`src/design/lid_pkg.sv`:
```
package lid_pkg;

  localparam int CHAR_W = 8;
  localparam int REQ_W  = 13;
  localparam int IDX_W  = 12;
  localparam int DONE_W = 13;
  localparam int TAG_W  = 8;

  localparam logic MODE_REQUEST = 1'b0;
  localparam logic MODE_CHAR    = 1'b1;

  localparam logic [CHAR_W-1:0] CH_NEWLINE   = 8'h0A;
  localparam logic [CHAR_W-1:0] CH_BACKSPACE = 8'h08;
  localparam logic [CHAR_W-1:0] CH_SPACE     = 8'h20;
  localparam logic [CHAR_W-1:0] CH_TILDE     = 8'h7E;

  typedef struct packed {
    logic              echo_valid;
    logic [CHAR_W-1:0] echo_byte;
    logic              store_valid;
    logic [IDX_W-1:0]  store_index;
    logic [CHAR_W-1:0] store_byte;
    logic              done_res;
    logic [DONE_W-1:0] done_count;
    logic [TAG_W-1:0]  done_tag;
    logic              last;
  } res_t;

  // up to two results produced by one accepted transaction
  typedef struct packed {
    logic [1:0] num;
    res_t       first;
    res_t       second;
  } push_t;

endpackage

```
`src/design/lid_item_if.sv`:
```
interface lid_item_if;
  logic                      valid;
  logic                      ready;
  logic                      mode;
  logic [lid_pkg::CHAR_W-1:0] char_code;
  logic [lid_pkg::REQ_W-1:0]  request_count;
  logic [lid_pkg::TAG_W-1:0]  requester_tag;

  modport source (output valid, mode, char_code, request_count, requester_tag,
                  input ready);
  modport sink   (input valid, mode, char_code, request_count, requester_tag,
                  output ready);
endinterface

```
`src/design/lid_result_if.sv`:
```
interface lid_result_if;
  logic                       valid;
  logic                       ready;
  logic                       echo_valid;
  logic [lid_pkg::CHAR_W-1:0] echo_byte;
  logic                       store_valid;
  logic [lid_pkg::IDX_W-1:0]  store_index;
  logic [lid_pkg::CHAR_W-1:0] store_byte;
  logic                       done_res;
  logic [lid_pkg::DONE_W-1:0] done_count;
  logic [lid_pkg::TAG_W-1:0]  done_tag;
  logic                       last;

  modport source (output valid, echo_valid, echo_byte, store_valid, store_index,
                  store_byte, done_res, done_count, done_tag, last,
                  input ready);
  modport sink   (input valid, echo_valid, echo_byte, store_valid, store_index,
                  store_byte, done_res, done_count, done_tag, last,
                  output ready);
endinterface

```
`src/design/lid_res_queue.sv`:
```
module lid_res_queue (
  input  logic            clk,
  input  logic            rst,
  input  lid_pkg::push_t  push,
  output logic            space,
  lid_result_if.source    result
);
  import lid_pkg::*;

  localparam int DEPTH = 3;

  res_t       q      [DEPTH];
  res_t       q_next [DEPTH];
  logic [1:0] occ;
  logic [1:0] occ_next;
  logic [1:0] base;
  logic       pop;

  assign pop          = result.valid && result.ready;
  assign space        = (occ <= 2'd1);
  assign result.valid = (occ != 2'd0);

  always_comb begin
    base = occ - {1'b0, pop};
    for (int i = 0; i < DEPTH; i++) begin
      if (pop && (i < DEPTH - 1)) begin
        q_next[i] = q[i + 1];
      end else begin
        q_next[i] = q[i];
      end
      if ((push.num != 2'd0) && (2'(i) == base)) begin
        q_next[i] = push.first;
      end
      if ((push.num == 2'd2) && (2'(i) == base + 2'd1)) begin
        q_next[i] = push.second;
      end
    end
    occ_next = base + push.num;
  end

  always_ff @(posedge clk) begin
    if (rst) begin
      occ <= 2'd0;
    end else begin
      occ <= occ_next;
    end
  end

  always_ff @(posedge clk) begin
    for (int i = 0; i < DEPTH; i++) begin
      q[i] <= q_next[i];
    end
  end

  assign result.echo_valid  = q[0].echo_valid;
  assign result.echo_byte   = q[0].echo_byte;
  assign result.store_valid = q[0].store_valid;
  assign result.store_index = q[0].store_index;
  assign result.store_byte  = q[0].store_byte;
  assign result.done_res    = q[0].done_res;
  assign result.done_count  = q[0].done_count;
  assign result.done_tag    = q[0].done_tag;
  assign result.last        = q[0].last;

endmodule

```
`src/design/cooked_line_input_discipline.sv`:
```
// Output: the first result of a transaction accepted at edge t into an empty result
//   queue is offered from the cycle after t (result queue head is a register).
// Throughput: one input transaction per cycle while item.ready shows queue space; a
//   printable character that fills the request yields two results, popped in turn.
// Reset (rst, synchronous, active high): no request open, index and tag zero,
//   result queue empty.
module cooked_line_input_discipline #(
  parameter int MAX_REQUEST = 4096
) (
  input  logic        clk,
  input  logic        rst,
  lid_item_if.sink    item,
  lid_result_if.source result
);
  import lid_pkg::*;

  // counters hold 0..MAX_REQUEST
  localparam int CNT_W = $clog2(MAX_REQUEST + 1);
  // compare width for saturating the request count
  localparam int CMP_W = (CNT_W > REQ_W) ? CNT_W : REQ_W;

  // line state
  logic [CNT_W-1:0] remaining;
  logic [CNT_W-1:0] remaining_next;
  logic [CNT_W-1:0] line_index;
  logic [CNT_W-1:0] line_index_next;
  logic [TAG_W-1:0] reader_tag;
  logic [TAG_W-1:0] reader_tag_next;

  logic             accept;
  logic             space;
  push_t            push;

  // decode of the incoming character
  logic             req_open;
  logic             is_print;
  logic             is_erase;
  logic             finish;
  logic [CNT_W-1:0] sat_count;
  logic [CNT_W-1:0] rem_mid;
  logic [CNT_W-1:0] idx_mid;
  res_t             char_res;
  res_t             done_r;

  assign item.ready = space;
  assign accept     = item.valid && item.ready;

  always_comb begin
    // oversized requests clamp to MAX_REQUEST
    if (CMP_W'(item.request_count) > CMP_W'(MAX_REQUEST)) begin
      sat_count = CNT_W'(MAX_REQUEST);
    end else begin
      sat_count = CNT_W'(item.request_count);
    end

    req_open = (remaining != '0);
    is_print = (item.char_code >= CH_SPACE) && (item.char_code <= CH_TILDE);
    // backspace only erases when something is on the line
    is_erase = (item.char_code == CH_BACKSPACE) && (line_index != '0);

    rem_mid = remaining;
    idx_mid = line_index;
    if (is_print) begin
      rem_mid = remaining - CNT_W'(1);
      idx_mid = line_index + CNT_W'(1);
    end else if (is_erase) begin
      rem_mid = remaining + CNT_W'(1);
      idx_mid = line_index - CNT_W'(1);
    end

    // newline or a full line completes the read
    finish = (item.char_code == CH_NEWLINE) || (rem_mid == '0);

    char_res             = '0;
    char_res.echo_valid  = 1'b1;
    char_res.echo_byte   = item.char_code;
    char_res.store_valid = is_print;
    char_res.store_index = is_print ? IDX_W'(line_index) : '0;
    char_res.store_byte  = is_print ? item.char_code : '0;
    char_res.last        = !finish;

    done_r            = '0;
    done_r.echo_valid = 1'b1;
    done_r.echo_byte  = CH_NEWLINE;
    done_r.done_res   = 1'b1;
    done_r.done_count = DONE_W'(idx_mid);
    done_r.done_tag   = reader_tag;
    done_r.last       = 1'b1;

    push        = '0;
    push.first  = done_r;
    push.second = done_r;
    if (accept && (item.mode == MODE_CHAR) && req_open) begin
      if (is_print || is_erase) begin
        push.first = char_res;
        push.num   = finish ? 2'd2 : 2'd1;
      end else if (finish) begin
        push.num = 2'd1;
      end
    end

    remaining_next  = remaining;
    line_index_next = line_index;
    reader_tag_next = reader_tag;
    if (accept) begin
      if (item.mode == MODE_REQUEST) begin
        remaining_next  = sat_count;
        line_index_next = '0;
        reader_tag_next = item.requester_tag;
      end else if (req_open) begin
        remaining_next  = finish ? '0 : rem_mid;
        line_index_next = idx_mid;
      end
    end
  end

  always_ff @(posedge clk) begin
    if (rst) begin
      remaining  <= '0;
      line_index <= '0;
      reader_tag <= '0;
    end else begin
      remaining  <= remaining_next;
      line_index <= line_index_next;
      reader_tag <= reader_tag_next;
    end
  end

  // result queue: three entries, takes a transaction while one or none is waiting
  lid_res_queue u_queue (
    .clk    (clk),
    .rst    (rst),
    .push   (push),
    .space  (space),
    .result (result)
  );

endmodule

```
`src/flat_wrapper.sv`:
```
// flat-port wrapper written by rule: the top's interface ports become plain ports
module cooked_line_input_discipline_flat import lid_pkg::*;
#(
  parameter int MAX_REQUEST = 4096
)
  (clk, rst, item_valid, item_mode, item_char_code, item_request_count, item_requester_tag, item_ready, result_valid, result_echo_valid, result_echo_byte, result_store_valid, result_store_index, result_store_byte, result_done_res, result_done_count, result_done_tag, result_last, result_ready);
  lid_item_if item_i ();
  lid_result_if result_i ();
  input  logic clk;
  input  logic rst;
  input wire logic [$bits(item_i.valid)-1:0] item_valid;
  input wire logic [$bits(item_i.mode)-1:0] item_mode;
  input wire logic [$bits(item_i.char_code)-1:0] item_char_code;
  input wire logic [$bits(item_i.request_count)-1:0] item_request_count;
  input wire logic [$bits(item_i.requester_tag)-1:0] item_requester_tag;
  output wire logic [$bits(item_i.ready)-1:0] item_ready;
  output wire logic [$bits(result_i.valid)-1:0] result_valid;
  output wire logic [$bits(result_i.echo_valid)-1:0] result_echo_valid;
  output wire logic [$bits(result_i.echo_byte)-1:0] result_echo_byte;
  output wire logic [$bits(result_i.store_valid)-1:0] result_store_valid;
  output wire logic [$bits(result_i.store_index)-1:0] result_store_index;
  output wire logic [$bits(result_i.store_byte)-1:0] result_store_byte;
  output wire logic [$bits(result_i.done_res)-1:0] result_done_res;
  output wire logic [$bits(result_i.done_count)-1:0] result_done_count;
  output wire logic [$bits(result_i.done_tag)-1:0] result_done_tag;
  output wire logic [$bits(result_i.last)-1:0] result_last;
  input wire logic [$bits(result_i.ready)-1:0] result_ready;
  assign item_i.valid = item_valid;
  assign item_i.mode = item_mode;
  assign item_i.char_code = item_char_code;
  assign item_i.request_count = item_request_count;
  assign item_i.requester_tag = item_requester_tag;
  assign item_ready = item_i.ready;
  assign result_valid = result_i.valid;
  assign result_echo_valid = result_i.echo_valid;
  assign result_echo_byte = result_i.echo_byte;
  assign result_store_valid = result_i.store_valid;
  assign result_store_index = result_i.store_index;
  assign result_store_byte = result_i.store_byte;
  assign result_done_res = result_i.done_res;
  assign result_done_count = result_i.done_count;
  assign result_done_tag = result_i.done_tag;
  assign result_last = result_i.last;
  assign result_i.ready = result_ready;
  cooked_line_input_discipline #(.MAX_REQUEST(MAX_REQUEST)) u_core (.clk(clk), .rst(rst), .item(item_i), .result(result_i));
endmodule
```
`config.mk`:
```
export PLATFORM = sky130hd
export DESIGN_NAME = cooked_line_input_discipline_flat
export DESIGN_NICKNAME = d
export VERILOG_FILES = /design/src/design/lid_pkg.sv /design/src/design/lid_item_if.sv /design/src/design/lid_result_if.sv /design/src/design/lid_res_queue.sv /design/src/design/cooked_line_input_discipline.sv /design/src/flat_wrapper.sv
export SDC_FILE = /design/constraint.sdc
export NUM_CORES = 1
export LEC_CHECK = 0
export ABC_AREA = 1
export ABC_CLOCK_PERIOD_IN_PS = 9000
export BUFFER_PORTS_ARGS = -buffer_cell sky130_fd_sc_hd__clkbuf_2
export CORE_UTILIZATION = 55
export DETAILED_ROUTE_END_ITERATION = 12
export GPL_ROUTABILITY_DRIVEN = 0
export GPL_TIMING_DRIVEN = 0
export PLACE_DENSITY = 0.77
export SLEW_MARGIN = 10
export SYNTH_ARGS = -nofsm -noshare
export SYNTH_HDL_FRONTEND = slang
export SYNTH_HIERARCHICAL = 1
export SYNTH_SLANG_ARGS = --single-unit
```
`constraint.sdc`:
```
create_clock -name clk -period 9 [get_ports clk]
set_clock_uncertainty 0.1 [all_clocks]
set_input_delay 0.45 -clock clk [delete_from_list [all_inputs] [get_ports clk]]
set_output_delay 0.45 -clock clk [all_outputs]
set_load 0.1 [all_outputs]
```
==> results.cfg <==
[clock_tree]
cts_tree = yes
hold_buffers = 0
clk_path_buf_depth = 2
cts_num_sinks = 195
cts_made_buffers = 17
clock_latency_ns = 0.44
postCtsSetupBuffers = 0
cts.htree.levels = 4
root_buffer = clkbuf_16
cts_resized = 0
path_clk_slew_ns = 0.07

[status]
status = finished with violations
violations = design-rule violations

[logic_synthesis]
async_flop_share_pct = 0
synthDistinctLibCells = 49
syn_area_per_cell_um2 = 7.80
ys.flop_type = edfxtp_1
synth_edf_count = 159
synth-seq-area-share_pct = 44.0
yosysWarnings = 6
syn_inst = 1600
synth.top_cell.area_share_pct = 38.2
synth_area_um2 = 12500
ys_seq_elements = 195
synth_top_cell_by_area = edfxtp_1
synth_area_leaders = edfxtp_1 38%, nand3_1 15%, nand2_1 7.9%

[route]
drc = 2
drt-vias-per-instance = 5.49
drt_pre_antenna_iters = 12
num_vias = 11500
wirelength_um = 33500
first_iter_violations = 1407
detail-route-antenna-nets = 0
wire_per_inst_um = 15.9

[die]
io_pins = 89
core_area_um2 = 22000
die_w_um = 153
start_util_pct = 56.7
die_height_um = 153
placementRows = 54
die_area_um2 = 23300

[final_layout]
fin_cells = 2100
area_growth_pct = 14.7
final_cell_mix = 360 x nand3_1, 262 x nand2_1, 179 x inv_1
final_core_util_pct = 65.0
design_area_um2 = 14300
nets = 1847
n_antenna_cell = 0
final_common_cell = nand3_1
final_layout_size_suffix_gt1_share_pct = 16.0

[hold_path]
whs_path_depth = 3
worstHoldEndpoint = u_core/reader_tag[0]$_SDFFE_PP0P_
min_from = item_requester_tag[0]
hp-class = input pin to flip-flop

[power_and_ir_drop]
peakVddDrop_v = 0.000278
power_leakage_nw = 6.34
total_power_mw = 3.67
powerDensity_nw_per_um2 = 257

[global_route]
grtUsageTotal_pct = 29.1
grt_pass1_wl_um = 53200
grt_pass1_vias = 10500
antenna_found_initial = 0
grt_max_degree = 54
grt_overflow_total = 0

[setup_path]
cp-end-kind = flip-flop
regToRegSetupSlack_ns = 3.49
cp.arrival_ns = 5.48
rr_worst_depth = 22
crit_type = flip-flop to flip-flop
r2r-start = u_core/remaining[1]$_SDFFE_PP0P_
r2r_end = u_core/u_queue/q[0][14]$_DFFE_PP_
cp_max_fo = 53
worstPathRequired_ns = 8.97
worstSetupStartpointType = flip-flop

[timing]
rsz0062_at_grt = false
hold_ws_ns = 0.187
fin_crit_sh_pct = 61.2
fin_setup_tns_ns = 0
slew_headroom_pct = 39.0
fmax_mhz = 182
hold_viol = 0
tightest_slew_ns = 0.905
period_minus_slack_ns = 5.51
timing.final.max_slew_violations = 0
setup_ws_ns = 3.49
setup_viol = 0

[place]
hpwl_um = 24400
dpl_cell_area_um2 = 13700
pre_cts_ws_ns = 3.58
numPortBuffers = 88
dp.cells = 2068

[job]
maxCapViolCount = 0
critical path: stages (launching register included):
cell and delay [ns]:
dfxtp_1 0.44, ha_1 0.33, inv_1 0.08, nor2_1 0.19, nand2_1 0.11, nand3b_1 0.19, nand2_1 0.11, nand2_2 0.04
nand2_1 0.05, nand2_1 0.06, nand2_1 0.09, nor2_2 0.04, nand3_2 0.11, buf_6 0.18, nand2_1 0.10, ha_1 0.31
inv_1 0.04, nor2_1 0.38, nor2_1 0.14, nor2_2 0.53, nand2_1 0.50, buf_2 0.35, nand3_4 0.62
power breakdown:
part	switching (mW)	internal (mW)	total [mW]
Sequential	0.0536	1.20	1.25
Combinational	1.27	0.334	1.61
Clock	0.366	0.451	0.816
registers in the layout, summed over array words and instances (netlist names):
register and cells:
u_core/reader_tag 8, u_core/u_queue/occ 2, u_core/remaining 13, u_core/line_index 13, u_core/u_queue/q 159
synth_stat cells, types with 2 or more instances:
| cell | number |
|---|---|
| a21oi_1 | 90 |
| a21oi_2 | 9 |
| a31oi_1 | 14 |
| buf_2 | 30 |
| buf_4 | 51 |
| buf_6 | 8 |
| clkbuf_1 | 61 |
| clkbuf_8 | 2 |
| conb_1 | 2 |
| dfxtp_1 | 36 |
| edfxtp_1 | 159 |
| ha_1 | 6 |
| inv_1 | 179 |
| inv_2 | 7 |
| nand2_1 | 263 |
| nand2_2 | 5 |
| nand2_4 | 3 |
| nand2_8 | 3 |
| nand3_1 | 362 |
| nand3_2 | 15 |
| nand4_1 | 57 |
| nor2_1 | 147 |
| nor2_2 | 11 |
| nor2_4 | 5 |
| nor3_1 | 8 |
| nor3_4 | 2 |
| nor4_1 | 3 |
| o21ai_0 | 30 |
| o21bai_2 | 2 |
| xor2_1 | 8 |
| xor2_2 | 4 |
how the worst max path moves through the flow:
| stage | startpoint | endpoint | slack [ns] | cells past startpoint |
|---|---|---|---|---|
| 3_3_place_gp | item_char_code[5] | u_core/u_queue/q[0][14]$_DFFE_PP_ | 2.10 | 21 |
| 5_1_grt | u_core/remaining[1]$_SDFFE_PP0P_ | u_core/u_queue/q[0][13]$_DFFE_PP_ | 3.22 | 22 |
| 4_1_cts | u_core/line_index[0]$_SDFFE_PP0P_ | u_core/u_queue/q[0][17]$_DFFE_PP_ | 3.68 | 23 |
| 6_report | u_core/remaining[1]$_SDFFE_PP0P_ | u_core/u_queue/q[0][14]$_DFFE_PP_ | 3.49 | 22 |
| 2_1_floorplan | u_core/u_queue/occ[1]$_SDFF_PP0_ | u_core/u_queue/q[0][100]$_DFFE_PP_ | 3.74 | 9 |
| 3_5_place_dp | item_char_code[5] | u_core/u_queue/q[0][14]$_DFFE_PP_ | 3.58 | 22 |
layer usage:
layer  routed length (µm)  GRT usage, %  share of wire, %  up-vias
li1                     -             -                 -     5665
met1                13700          38.3                41     5127
met5                    0             0                 0        -
met4                 1350          14.5               4.0        0
met3                 3410          5.26                10      104
met2                15100          46.3                45      633
area by class of cell:
cell class	count	area (µm²)
inverter	187	702
clock inverter	15	214
sequential	195	5500
fill	1855	7700
tap	280	350
multi-input combinational	1163	5790
timing repair buffer	88	440
clock buffer	17	425
buffer	155	910
cells by family after synthesis:
group | Yosys count | share of synthesized area [%]
AOI/OAI and AO/OA | 153 | 7.16
adders and majority gates | 6 | 0.601
xor gates and xnor gates | 12 | 1.08
and+or+nand+nor | 890 | 34.2
buffers and inverters | 342 | 12.9
DFF | 195 | 44.0
other | 2 | 0.0602
(Power assumes the default switching activity.)
